`config.mk`:
```
export PLATFORM = sky130hd
export DESIGN_NAME = text_console_cursor_engine_top
export DESIGN_NICKNAME = d
export VERILOG_FILES = /design/src/sv/txcon_pkg.sv /design/src/sv/txcon_rem.sv /design/src/sv/text_console_cursor_engine_top.sv
export SDC_FILE = /design/constraint.sdc
export NUM_CORES = 1
export LEC_CHECK = 0
export ABC_AREA = 1
export BUFFER_PORTS_ARGS = -buffer_cell sky130_fd_sc_hd__buf_2
export CORE_AREA = 8 8 247 201
export CTS_CLUSTER_SIZE = 25
export DETAILED_ROUTE_END_ITERATION = 8
export DIE_AREA = 0 0 255 209
export PLACE_DENSITY = 0.54
export SYNTH_ARGS = -nofsm -noshare
export SYNTH_HDL_FRONTEND = slang
export SYNTH_HIERARCHICAL = 1
export SYNTH_SLANG_ARGS = --single-unit
```
`constraint.sdc`:
```
create_clock -name clk -period 8.35 [get_ports clk]
set_input_delay 0.4175 -clock clk [delete_from_list [all_inputs] [get_ports clk]]
set_output_delay 0.4175 -clock clk [all_outputs]
set_load 0.005 [all_outputs]
```
`src/sv/txcon_pkg.sv`:
```
`timescale 1ns / 1ps
// ----------------------------------------------------------------------------
// txcon_pkg
// Shared types and constants of the text console cursor engine.
// ----------------------------------------------------------------------------
package txcon_pkg;

	localparam int CHAR_W     = 8;
	localparam int CELL_SHIFT = 3;   // 8x8 character cell

	localparam logic [CHAR_W-1:0] CHAR_NL    = 8'h0A;
	localparam logic [CHAR_W-1:0] CHAR_TAB   = 8'h09;
	localparam logic [CHAR_W-1:0] CHAR_FIRST = 8'h20;
	localparam logic [CHAR_W-1:0] CHAR_LAST  = 8'h7E;
	localparam logic [6:0]        GLYPH_FALLBACK = 7'd95;

	typedef enum logic [1:0] {
		OP_DRAW   = 2'd0,
		OP_SCROLL = 2'd1,
		OP_CLEAR  = 2'd2
	} op_t;

	typedef enum logic [2:0] {
		CFG_SCALE      = 3'd0,
		CFG_COLUMNS    = 3'd1,
		CFG_ROWS       = 3'd2,
		CFG_TAB_STOP   = 3'd3,
		CFG_FOREGROUND = 3'd4,
		CFG_BACKGROUND = 3'd5
	} cfg_idx_t;

	// status of the remainder unit
	typedef struct packed {
		logic busy;
		logic done;
	} rem_stat_t;

endpackage

```
`src/sv/txcon_rem.sv`:
```
`timescale 1ns / 1ps
// ----------------------------------------------------------------------------
// txcon_rem
// Restoring remainder unit: one shared compare/subtract, one dividend bit a
// cycle, all CHAR_W dividend bits per operation; start is ignored while busy.
// ----------------------------------------------------------------------------
module txcon_rem import txcon_pkg::*; #(
	parameter int DW = 5
) (
	input  logic                clk,
	input  logic                arst_n,
	input  logic                start,
	input  logic [CHAR_W-1:0]   dividend,
	input  logic [DW-1:0]       divisor,
	output rem_stat_t           stat,
	output logic [DW-1:0]       rem
);

	localparam int BW = $clog2(CHAR_W);

	logic [CHAR_W-1:0] dvd_q;
	logic [DW-1:0]     div_q;
	logic [DW-1:0]     r_q;
	logic [BW-1:0]     bit_q;
	logic              busy_q;
	logic              done_q;

	logic [DW:0] trial;
	logic [DW:0] diff;
	logic        fits;

	assign trial = {r_q, dvd_q[CHAR_W-1]};
	assign fits  = trial >= {1'b0, div_q};
	assign diff  = trial - {1'b0, div_q};

	always_ff @(posedge clk or negedge arst_n) begin
		if (!arst_n) begin
			busy_q <= 1'b0;
			done_q <= 1'b0;
			bit_q  <= '0;
		end else begin
			done_q <= 1'b0;
			if (busy_q) begin
				r_q   <= fits ? diff[DW-1:0] : trial[DW-1:0];
				dvd_q <= {dvd_q[CHAR_W-2:0], 1'b0};
				bit_q <= bit_q - BW'(1);
				if (bit_q == '0) begin
					busy_q <= 1'b0;
					done_q <= 1'b1;
				end
			end else if (start) begin
				dvd_q  <= dividend;
				div_q  <= divisor;
				r_q    <= '0;
				bit_q  <= BW'(CHAR_W - 1);
				busy_q <= 1'b1;
			end
		end
	end

	assign stat.busy = busy_q;
	assign stat.done = done_q;
	assign rem       = r_q;

	a_rem_below_div: assert property (@(posedge clk) disable iff (!arst_n)
		done_q |-> r_q < div_q)
		else $error("remainder not below divisor");

	a_start_busy: assert property (@(posedge clk) disable iff (!arst_n)
		(start && !busy_q) |=> busy_q)
		else $error("start not taken");

	a_done_pulse: assert property (@(posedge clk) disable iff (!arst_n)
		done_q |=> !done_q)
		else $error("done longer than one cycle");

endmodule

```
`src/sv/text_console_cursor_engine_top.sv`:
```
`timescale 1ns / 1ps
// ----------------------------------------------------------------------------
// text_console_cursor_engine_top
// Character stream in, framebuffer commands out (draw cell, scroll, clear row).
// ----------------------------------------------------------------------------
// channel | dir | handshake           | payload
// s_*     | in  | s_tvalid / s_tready | tdata: char_code
// m_*     | out | m_tvalid / m_tready | tdata: cell geometry + colors,
//         |     |                     | tuser: op, tlast: last command
// cfg_*   | in  | cfg_valid/cfg_ready | cfg_index, cfg_data
//
// One character at a time; s_tready is low while a character is at work.
// Newline: no beat, plus 2 beats (scroll, clear row) when it scrolls. Other
// bytes: 1 draw beat (+2 beats on scroll). Tab: the remainder unit takes the
// column one bit a cycle, then the space count is taken, then one beat per
// space and 2 per scroll.
// No clearing pass after reset. A stalled m_tready holds the sequencer.
// ----------------------------------------------------------------------------
module text_console_cursor_engine_top import txcon_pkg::*; #(
	parameter int MAX_TAB_STOP = 16
) (
	input  logic          clk,
	input  logic          arst_n,
	input  logic          s_tvalid,
	output logic          s_tready,
	input  logic [7:0]    s_tdata,     // [7:0] char_code
	output logic          m_tvalid,
	input  logic          m_tready,
	output logic [111:0]  m_tdata,     // [13:0] pixel_x, [27:14] pixel_y,
	                                   // [34:28] glyph, [41:35] scroll_pixels,
	                                   // [73:42] fg_color, [105:74] bg_color
	output logic [1:0]    m_tuser,     // [1:0] op
	output logic          m_tlast,
	input  logic          cfg_valid,
	output logic          cfg_ready,
	input  logic [2:0]    cfg_index,
	input  logic [31:0]   cfg_data
);

	localparam int TW = $clog2(MAX_TAB_STOP + 1);

	typedef enum logic [2:0] {
		ST_IDLE,
		ST_REM,
		ST_DRAW,
		ST_SCROLL,
		ST_CLEAR
	} state_t;

	// configuration
	logic [3:0]  scale_q;
	logic [7:0]  columns_q;
	logic [7:0]  rows_q;
	logic [4:0]  tab_stop_q;
	logic [31:0] fg_q;
	logic [31:0] bg_q;

	assign cfg_ready = 1'b1;

	always_ff @(posedge clk or negedge arst_n) begin
		if (!arst_n) begin
			scale_q    <= 4'd1;
			columns_q  <= 8'd80;
			rows_q     <= 8'd30;
			tab_stop_q <= 5'd8;
			fg_q       <= 32'hFFFF_FFFF;
			bg_q       <= 32'h0;
		end else if (cfg_valid && cfg_ready) begin
			case (cfg_idx_t'(cfg_index))
				CFG_SCALE:      scale_q    <= cfg_data[3:0];
				CFG_COLUMNS:    columns_q  <= cfg_data[7:0];
				CFG_ROWS:       rows_q     <= cfg_data[7:0];
				CFG_TAB_STOP:   tab_stop_q <= cfg_data[4:0];
				CFG_FOREGROUND: fg_q       <= cfg_data;
				CFG_BACKGROUND: bg_q       <= cfg_data;
				default: ;
			endcase
		end
	end

	// effective settings
	logic [3:0]    scale_eff;
	logic [7:0]    cols_eff;
	logic [7:0]    nrows_eff;
	logic [TW-1:0] ts_eff;

	always_comb begin
		if (scale_q == 4'd0)      scale_eff = 4'd1;
		else if (scale_q > 4'd8)  scale_eff = 4'd8;
		else                      scale_eff = scale_q;
		cols_eff  = (columns_q == 8'd0) ? 8'd1 : columns_q;
		nrows_eff = (rows_q == 8'd0) ? 8'd1 : rows_q;
		if (tab_stop_q == 5'd0)                     ts_eff = TW'(1);
		else if (int'(tab_stop_q) > MAX_TAB_STOP)   ts_eff = TW'(MAX_TAB_STOP);
		else                                        ts_eff = TW'(tab_stop_q);
	end

	state_t        state_q;
	logic [7:0]    col_q;
	logic [7:0]    row_q;
	logic [TW-1:0] cnt_q;     // draws still to issue
	logic [6:0]    glyph_q;

	// tab column remainder
	rem_stat_t     rem_stat;
	logic [TW-1:0] rem_val;
	logic          accept;
	logic          rem_start;

	assign s_tready  = (state_q == ST_IDLE);
	assign accept    = s_tvalid && s_tready;
	assign rem_start = accept && (s_tdata == CHAR_TAB);

	txcon_rem #(.DW(TW)) u_rem (
		.clk      (clk),
		.arst_n   (arst_n),
		.start    (rem_start),
		.dividend (col_q),
		.divisor  (ts_eff),
		.stat     (rem_stat),
		.rem      (rem_val)
	);

	// geometry
	logic [11:0] col_mul;
	logic [11:0] row_mul;
	logic [13:0] col_px;
	logic [13:0] row_px;
	logic [6:0]  cell_px;

	assign col_mul = 12'(col_q) * 12'(scale_eff);
	assign row_mul = 12'(row_q) * 12'(scale_eff);
	assign col_px  = {col_mul[10:0], 3'b000};
	assign row_px  = {row_mul[10:0], 3'b000};
	assign cell_px = {scale_eff, 3'b000};

	// cursor step after a draw
	logic [8:0] col_inc;
	logic       wrap;
	logic [8:0] row_nx;
	logic       draw_scroll;
	logic [8:0] nl_row;
	logic       nl_scroll;
	logic [7:0] row_last;

	assign col_inc     = {1'b0, col_q} + 9'd1;
	assign wrap        = col_inc >= {1'b0, cols_eff};
	assign row_nx      = {1'b0, row_q} + 9'(wrap);
	assign draw_scroll = row_nx >= {1'b0, nrows_eff};
	assign nl_row      = {1'b0, row_q} + 9'd1;
	assign nl_scroll   = nl_row >= {1'b0, nrows_eff};
	assign row_last    = nrows_eff - 8'd1;

	logic [6:0] in_glyph;
	assign in_glyph = (s_tdata >= CHAR_FIRST && s_tdata <= CHAR_LAST) ?
		7'(s_tdata - CHAR_FIRST) : GLYPH_FALLBACK;

	// output register
	logic        m_tvalid_q;
	op_t         op_q;
	logic [13:0] px_x_q;
	logic [13:0] px_y_q;
	logic [6:0]  out_glyph_q;
	logic [6:0]  scroll_q;
	logic [31:0] out_fg_q;
	logic [31:0] out_bg_q;
	logic        last_q;
	logic        out_free;
	logic        beat_load;

	assign out_free  = !m_tvalid_q || m_tready;
	// a new command beat enters the output register this cycle
	assign beat_load = out_free &&
		(state_q == ST_DRAW || state_q == ST_SCROLL || state_q == ST_CLEAR);

	always_ff @(posedge clk or negedge arst_n) begin
		if (!arst_n) begin
			state_q    <= ST_IDLE;
			col_q      <= '0;
			row_q      <= '0;
			cnt_q      <= '0;
			m_tvalid_q <= 1'b0;
		end else begin
			if (beat_load)     m_tvalid_q <= 1'b1;
			else if (m_tready) m_tvalid_q <= 1'b0;
			case (state_q)
				ST_IDLE: begin
					if (accept) begin
						if (s_tdata == CHAR_NL) begin
							col_q <= '0;
							cnt_q <= '0;
							if (nl_scroll) begin
								row_q   <= row_last;
								state_q <= ST_SCROLL;
							end else begin
								row_q <= nl_row[7:0];
							end
						end else if (s_tdata == CHAR_TAB) begin
							glyph_q <= '0;
							state_q <= ST_REM;
						end else begin
							glyph_q <= in_glyph;
							cnt_q   <= TW'(1);
							state_q <= ST_DRAW;
						end
					end
				end
				ST_REM: begin
					if (rem_stat.done) begin
						cnt_q   <= ts_eff - rem_val;
						state_q <= ST_DRAW;
					end
				end
				ST_DRAW: begin
					if (out_free) begin
						op_q        <= OP_DRAW;
						px_x_q      <= col_px;
						px_y_q      <= row_px;
						out_glyph_q <= glyph_q;
						scroll_q    <= '0;
						out_fg_q    <= fg_q;
						out_bg_q    <= bg_q;
						last_q      <= (cnt_q == TW'(1)) && !draw_scroll;
						cnt_q       <= cnt_q - TW'(1);
						col_q       <= wrap ? 8'd0 : col_inc[7:0];
						if (draw_scroll) begin
							row_q   <= row_last;
							state_q <= ST_SCROLL;
						end else begin
							row_q <= row_nx[7:0];
							if (cnt_q == TW'(1)) state_q <= ST_IDLE;
						end
					end
				end
				ST_SCROLL: begin
					if (out_free) begin
						op_q        <= OP_SCROLL;
						px_x_q      <= '0;
						px_y_q      <= '0;
						out_glyph_q <= '0;
						scroll_q    <= cell_px;
						out_fg_q    <= '0;
						out_bg_q    <= '0;
						last_q      <= 1'b0;
						state_q     <= ST_CLEAR;
					end
				end
				ST_CLEAR: begin
					if (out_free) begin
						op_q        <= OP_CLEAR;
						px_x_q      <= '0;
						px_y_q      <= row_px;
						out_glyph_q <= '0;
						scroll_q    <= '0;
						out_fg_q    <= '0;
						out_bg_q    <= bg_q;
						last_q      <= (cnt_q == '0);
						state_q     <= (cnt_q == '0) ? ST_IDLE : ST_DRAW;
					end
				end
				default: state_q <= ST_IDLE;
			endcase
		end
	end

	assign m_tvalid = m_tvalid_q;
	assign m_tuser  = op_q;
	assign m_tlast  = last_q;
	assign m_tdata  = {6'd0, out_bg_q, out_fg_q, scroll_q, out_glyph_q, px_y_q, px_x_q};

	a_draw_has_count: assert property (@(posedge clk) disable iff (!arst_n)
		(state_q == ST_DRAW) |-> (cnt_q != '0))
		else $error("draw state with no draws left");

	a_scroll_not_last: assert property (@(posedge clk) disable iff (!arst_n)
		(m_tvalid_q && op_q == OP_SCROLL) |-> (!last_q && scroll_q != '0))
		else $error("scroll beat marked last or empty");

	a_scroll_then_clear: assert property (@(posedge clk) disable iff (!arst_n)
		(state_q == ST_SCROLL && out_free) |=> (state_q == ST_CLEAR))
		else $error("scroll not followed by row clear");

	a_rem_only_in_tab: assert property (@(posedge clk) disable iff (!arst_n)
		rem_stat.done |-> (state_q == ST_REM))
		else $error("remainder result outside tab handling");

endmodule
```
### Yosys cells after proc, flatten, opt, wreduce, memory -nomap -nowiden

Cells that the tools add are included.

* bitwise logic cells: 3
* mux-type cells: 73
* order comparisons: 8
* add/subtract/negate cells: 9
* reduce and logical (&&, ||, !) cells: 43
* equality and inequality tests: 23
* $mul: 2

Operator list (number)
* 32-bit case mux with 2 select lines: 2
* 8-bit 2-to-1 mux: 13
* 32-bit 2-to-1 mux: 3
* 14-bit case mux with 2 select lines: 2
* 5-bit 2-to-1 mux: 10
* 14-bit 2-to-1 mux: 3
* 3-bit 2-to-1 mux: 11
* 8-bit case mux with 2 select lines: 2
* 7-bit 2-to-1 mux: 4
* 7-bit case mux with 2 select lines: 2
* 9-bit by 8-bit greater-or-equal comparator with 1-bit output: 3
* 8-bit by 4-bit multiplier with 11-bit output: 2
* 8-bit by 1-bit adder with 9-bit output, second input constant: 2
* 8-bit by 4-bit == test with 1-bit output, second input constant: 2
* 8-bit logical NOT: 2
* 4-bit AND reduction: 4
* 3-bit case mux with 5 select lines: 1
* 5-bit case mux with 3 select lines: 1
* 2-bit AND reduction: 7
* 3-bit by 2-bit == test with 1-bit output, second input constant: 4
* 5-bit logical NOT: 2
* 1-bit 2-to-1 mux: 10
* 2-bit 2-to-1 mux: 5
* 2-bit by 1-bit != test with 1-bit output, second input constant: 5
* 32 further kinds: 59

* flip-flop bits (word level): 253
* bits of input ports: 48
* word-level logic and storage cells: 189
* output and inout port bits: 118

### Longest topological paths before layout

Gate-level depths: netlist (run 1).

* word-level depth: 9
* depth in mapped cells: 30
* depth with buffers taken out: 30

### By module

Netlist (run 1), hierarchy kept.

By module, submodules not included
* text_console_cursor_engine_top: area each 12310.6 sq um, cells an instance 1408, instances 1
* txcon_rem: area each 1218.7 sq um, cells an instance 127, instances 1

### Worst setup path before layout (run 1)

OpenSTA, ideal clock, no wires.

* kind: register to register
* from: register state_q[2]
* to: register out_fg_q[0] (enable)
* cell stages (with the launch flop): 6
* data arrival time: 4318 ps
* setup time: 520 ps
* setup slack: 3512 ps
* required time: 7830 ps
* cell sequence: dfrtp_1 nor2_4 nand2_2 nand2_1 nor2_2 nor3_1

* longest elaborated chain between the ends: 4

RTL lines
* from (decl): RTL line text_console_cursor_engine_top.sv:98 `state_t state_q;`
* from (signal assigned): RTL line text_console_cursor_engine_top.sv:258 `state_q <= (cnt_q == '0) ? ST_IDLE : ST_DRAW;`
* 3-bit by 2-bit == test with 1-bit output or 3-bit == test (tied branches): RTL line text_console_cursor_engine_top.sv:186 `case (state_q)`
* 2-bit OR reduction (no line)
* 2-bit by 1-bit != test with 1-bit output (no line) or 2-bit nonzero test (tied branches)
* 4-bit AND reduction (no line) *
* to (signal assigned): RTL line text_console_cursor_engine_top.sv:221 `out_fg_q <= fg_q;`
* to (decl): RTL line text_console_cursor_engine_top.sv:165 `logic [31:0] out_fg_q;`

Mark *: on every way between the ends. The rest lies on a longest branch, timed or not.
A chain may end at the register's enable or synchronous reset.

### Final worst setup path (run 1)

* from: register col_q[1]
* to: register row_q[7]

* longest elaborated chain between the ends: 7

RTL lines
* from (decl): RTL line text_console_cursor_engine_top.sv:99 `logic [7:0] col_q;`
* from (signal assigned): RTL line text_console_cursor_engine_top.sv:225 `col_q <= wrap ? 8'd0 : col_inc[7:0];`
* 8-bit by 1-bit adder with 9-bit output *: RTL line text_console_cursor_engine_top.sv:146 `assign col_inc = {1'b0, col_q} + 9'd1;`
* 9-bit by 8-bit greater-or-equal comparator with 1-bit output *: RTL line text_console_cursor_engine_top.sv:147 `assign wrap = col_inc >= {1'b0, cols_eff};`
* 8-bit by 1-bit adder with 9-bit output *: RTL line text_console_cursor_engine_top.sv:148 `assign row_nx = {1'b0, row_q} + 9'(wrap);`
* 9-bit by 8-bit greater-or-equal comparator with 1-bit output: RTL line text_console_cursor_engine_top.sv:149 `assign draw_scroll = row_nx >= {1'b0, nrows_eff};`
* 8-bit 2-to-1 mux *: RTL line text_console_cursor_engine_top.sv:226 `if (draw_scroll) begin`
* 8-bit 2-to-1 mux *: RTL line text_console_cursor_engine_top.sv:215 `if (out_free) begin`
* 8-bit case mux with 2 select lines *: RTL line text_console_cursor_engine_top.sv:186
* to (signal assigned): RTL line text_console_cursor_engine_top.sv:193 `row_q <= row_last;`
* to (signal assigned): RTL line text_console_cursor_engine_top.sv:227 `row_q <= row_last;`
* to (signal assigned): RTL line text_console_cursor_engine_top.sv:230 `row_q <= row_nx[7:0];`
* to (decl): RTL line text_console_cursor_engine_top.sv:100 `logic [7:0] row_q;`

Mark *: on every way between the ends. The rest lies on a longest branch, timed or not. The select of a mux whose other input is x is not followed.

==> impl_metrics.yaml, run 1 <==
cts:
  numCtsBuffers: 29
  cts_tree: "yes"
  cts.sinks: 244
  cts-htree-levels: 1
  post_cts_resized: 0
  cts_buffer_depth: 3
  clockRootBuffer: "clkbuf_16"
  post_cts_buffers: 0
  worstSkewPairLatency_ps: 560
  hold_buffers: 1
  clk_pin_slew_ps: 60
yosys:
  synthCells: 1534
  synth.avg_cell_area_um2: 8.81
  yosys_warnings: 6
  netlist_area_um2: 13500
global_route:
  first_global_vias: 10300
  antenna_found_initial: 0
  grtUsageTotal_pct: 13.5
  grt_pass1_wl_mm: 57.7
  grt_max_degree: 69
  grt-ovfl-total: 0
die:
  initial_core_util_pct: 29.8
  core_area_um2: 45400
  pin_count: 166
  die_w_um: 255
  die_y_um: 209
  dieArea_um2: 53300
  rows: 70
worst_hold_path:
  hold_path_class: "input pin to register"
sta:
  setup_viol: 0
  slew_headroom_pct: 19.9
  period_share_pct: 58.6
  fmaxAchievable_mhz: 205
  hold_viol_final: 0
  rsz0062_at_grt: "no"
  period_needed_ps: 4890
  tightest_slew_ps: 1200
  slew_viol_final: 0
  setup_tns_ps: 0
  skew_ps: 13.2
  setup_slack_ps: 3460
placed_design:
  dpl.hpwl_mm: 26.5
  port_buffers: 149
  place_ws_ps: 3580
  dpl-instance-area_um2: 14900
  place_inst: 2261
  gp_congestion: 0.875
route:
  drt_iter0_drc: 784
  route.detailed.drc: 0
  vias: 10200
  via_per_inst: 4.42
  drt-total-wl_mm: 36.4
  ant_nets: 0
  dr.pass1.iters: 5
  wl_per_cell_um: 15.7
status:
  outcome: "finished, final reports clean"
worst_setup_path:
  slowest_stage: "dfrtp_1"
  max_stage_delay_ps: 460
  path_class: "register to register"
  cp-end-kind: "register"
  critical_path_arrival_ps: 5340
  path_max_fanout: 10
  cp.required_ps: 8800
  start_kind: "register"
  crit_path_frequent_cell: "nand2_1"
cells_and_area:
  antenna-diode-count: 0
  drive_gt1_share_pct: 16.4
  area_growth_pct: 17.2
  final_cell_count_no_fill: 2316
  fin_nets: 1828
  finalInstanceArea_um2: 15900
pwr:
  p_per_area_nw_per_um2: 305
  p_total_mw: 4.84
  ir_drop_mv: 0.153
  p_leak_nw: 7.65
job:
  drv_cap: 0
sequential cells by signal, indices dropped and copies added, names as in the netlist, 4 cells and up:
register,flops
u_rem/dvd_q,8
out_fg_q,32
cnt_q,5
rows_q,8
scale_q,4
u_rem/rem,5
glyph_q,7
u_rem/div_q,5
out_bg_q,32
scroll_q,4
columns_q,8
tab_stop_q,5
col_q,8
bg_q,32
fg_q,32
px_y_q,11
row_q,8
px_x_q,11
out_glyph_q,7
final cells by class:
cell class / count / area (um2)
Fill cell: 4757 / 29500
Sequential cell: 244 / 6780
Multi-Input combinational cell: 951 / 5380
Inverter: 296 / 1110
Clock buffer: 37 / 828
Timing Repair Buffer: 159 / 826
Tap cell: 612 / 766
Clock inverter: 17 / 154
through the flow:
stage,utilization (%),hold slack [ps]
floorplan,-,122
CTS,34.9,59.6
detailed placement,32.8,326
global route,34.9,88.6
global placement,32.8,312
finish,34.9,92.7
worst paths after layout:
path                                 from            to  slack (ps)  depth (start not counted)
setup / recovery                 col_q[1]      row_q[7]        3460                         30
hold / removal               cfg_data[22]      fg_q[22]          90                          3
setup reg to reg                 col_q[1]      row_q[7]        3460                         30
hold reg to reg            u_rem/bit_q[2]  u_rem/done_q         460                          1
max in group asynchronous          arst_n       bg_q[7]        6840                          3
min in group asynchronous          arst_n     rows_q[6]         300                          2
where the power goes:
group	internal (mW)	switching, mW
clock	0.765	0.522
sequential	1.63	0.193
combinational	0.573	1.16
critical path: cells and delay by family, from the launching register on:
family | cells | cell delay [ps]
compound gates | 2 | 300
buf+inv | 2 | 120
fa+ha+maj | 5 | 1320
xor+xnor | 2 | 360
simple gates | 19 | 2180
flops | 1 | 460
placed cells by master, fill, tap and decap left out, types with 13 or more instances in the layout:
cell       instances
buf_2            148
nand3_1           69
conb_1            16
ha_1              73
clkbuf_16         31
inv_1            286
nor3_1            13
dfstp_2           40
a21oi_1           39
edfxtp_1         125
dfrtp_1           79
fa_1              26
nor2_1           168
nand2_1          316
o21ai_0          133
xor2_1            22
routing by layer:
layer | GRT usage, % | part of all wire, % | vias up | wire, um
met2 | 21.0 | 44 | 207 | 16100
met5 | 0 | 0 | - | 0
li1 | - | - | 5130 | -
met1 | 18.9 | 48 | 4851 | 17500
met4 | 3.53 | 2.6 | 0 | 938
met3 | 2.72 | 4.9 | 48 | 1790
(Power assumes the default switching activity.)
==> run 2: changes to the inputs <==
clock period = 4.8 ns   (was 8.35 ns; I/O delays follow)
==> impl_metrics.yaml, run 2 (synthesized netlist as in run 1, its figures left out) <==
cells_and_area:
  fillers: 4749
  drive_gt1_share_pct: 17.1
  final_common_cell: "nand2_1"
  fin_nets: 1864
  area_growth_pct: 20.9
  antenna-diode-count: 0
  final_cell_mix: "nand2_1 (315), inv_1 (286), nor2_1 (167)"
sta:
  setup_slack_ps: 398
  setup_viol: 0
  hold_viol_final: 0
  period_needed_ps: 4400
  tightest_slew_ps: 1130
  period_share_pct: 91.7
  setup_tns_ps: 0
  skew_ps: 16.8
  fmaxAchievable_mhz: 227
  slew_headroom_pct: 24.4
  slew_viol_final: 0
die:
  pin_count: 166
  initial_core_util_pct: 29.8
  core_area_um2: 45400
  die_w_um: 255
  die_y_um: 209
  dieArea_um2: 53300
  rows: 70
worst_setup_path:
  regToRegSetupSlack_ps: 400
  r2r_start: "col_q[2]"
  path_class: "register to register"
  cp.required_ps: 5260
  critical_path_arrival_ps: 4860
  r2r_cells: 25
  start_kind: "register"
  path_max_fanout: 10
  regToRegEndpoint: "state_q[0]"
  cp-end-kind: "register"
route:
  met2_length_mm: 16.3
  drt_iter0_drc: 748
  ant_nets: 0
  route.detailed.drc: 0
  drt-total-wl_mm: 37.3
  via_per_inst: 4.46
  wl_met3_mm: 1.85
  met1_length_mm: 17.5
  vias: 10500
  dr.pass1.iters: 5
  wl_per_cell_um: 15.8
  dr.max_layer_used: "met4"
global_route:
  grt_max_degree: 65
  grtUsageTotal_pct: 14.0
  grt_pass1_wl_mm: 59.6
  grt-ovfl-total: 0
  antenna_found_initial: 0
  first_global_vias: 10700
cts:
  clockRootBuffer: "clkbuf_16"
  cts_buffer_depth: 3
  cts.sinks: 244
  worstSkewPairLatency_ps: 570
  cts_tree: "yes"
  clk_pin_slew_ps: 70
  cts-htree-levels: 1
  numCtsBuffers: 29
worst_hold_path:
  hold_path_class: "input pin to register"
  holdCritStartpoint: "s_tdata[3]"
  worst_hold_path.num_cells: 3
  hold_path_end: "glyph_q[3]"
placed_design:
  port_buffers: 149
  gp_congestion: 0.878
  dpl.hpwl_mm: 27.1
  place_ws_ps: 44.3
pwr:
  intPower_mw: 5.38
  p_switching_mw: 3.33
  p_total_mw: 8.71
  ir_drop_mv: 0.274
  p_leak_nw: 7.86
  pwr-share-clk_pct: 28.0
  comb_power_share_pct: 36.1
  p_per_area_nw_per_um2: 533
  switching_share_pct: 38.2
  seqPwrFrac_pct: 36.0
status:
  outcome: "finished, final reports clean"
job:
  drv_cap: 0
run 2: cell count changes in the layout (fill, tap and decap cells not counted), sizes merged, moves of 2 or more:
| cell | delta |
|---|---|
| clkinvlp | +2 |
| clkinv | -5 |
| bufinv | +3 |
| buf | +8 |
| dlygate4sd3 | +28 |
run 2: metal layers:
layer  vias to the layer above  track usage (%)
li1                       5210                -
met1                      4956             19.4
met2                       254             21.3
met3                        77             2.49
met4                         0             5.62
met5                         -                0
run 2: layout make-up:
| type | count | area [um2] | share of cell area (%) |
|---|---|---|---|
| sequential | 244 | 6790 | 41.5 |
| multi-input combinational | 951 | 5430 | 33.2 |
| timing repair buffer | 195 | 1180 | 7.21 |
| inverter | 296 | 1110 | 6.81 |
| clock buffer | 36 | 826 | 5.05 |
| tap | 612 | 766 | 4.68 |
| clock inverter | 18 | 246 | 1.51 |
run 2: power by group through the flow:
stage	clock [mW]	sequential, mW	combinational (mW)
floorplan	0	3.09	2.11
global placement	0	3.16	3.08
detailed placement	0	3.16	3.10
CTS	2.51	3.13	3.14
global route	2.59	3.20	3.61
finish	2.43	3.13	3.14
run 2: worst max-delay path: stages (launching register included):
cell	delay, ps
dfrtp_2	450
inv_1	110
nor3_4	250
nand3_2	120
nor3_2	150
xor2_1	250
ha_1	300
nand4_1	110
nor2_1	50
nor2_1	200
nand3_4	180
ha_2	250
ha_1	170
nand3_1	150
nor2_2	70
xor2_1	190
inv_1	80
ha_1	310
a21oi_1	140
nand2_1	110
nand2_4	150
nand2_4	120
nand2_1	140
nand3_1	90
nand3_1	90
nand2_1	60
run 2: worst max-delay path by stage:
stage | start | endpoint | slack [ps] | cells after the start
floorplan | state_q[2] | out_bg_q[0] | 170 | 5
global placement | col_q[0] | row_q[0] | 160 | 30
detailed placement | col_q[2] | state_q[0] | 40 | 27
CTS | col_q[2] | row_q[1] | 20 | 29
global route | col_q[2] | row_q[0] | -50 | 27
finish | col_q[2] | state_q[0] | 400 | 25
run 2: what timing repair did:
action | CTS | global route
hold buffers | 29 | 0
buffers inserted | 0 | 2
resized for setup | 0 | 12
endpoints found under the hold margin | 91 | 0
setup endpoints to repair | 0 | 12
run 2: per-stage QoR:
step                      instances  utilization [%]  cell area (um2)  hold slack [ps]
after floorplan                1548                -            13600            -55.6
after global placement         2267             32.9            14900              462
after detailed placement       2267             32.9            14900              463
after CTS                      2350             35.9            16300             2.09
after global routing           2352             36.0            16300             21.7
final                          2352             36.0            16300             21.9
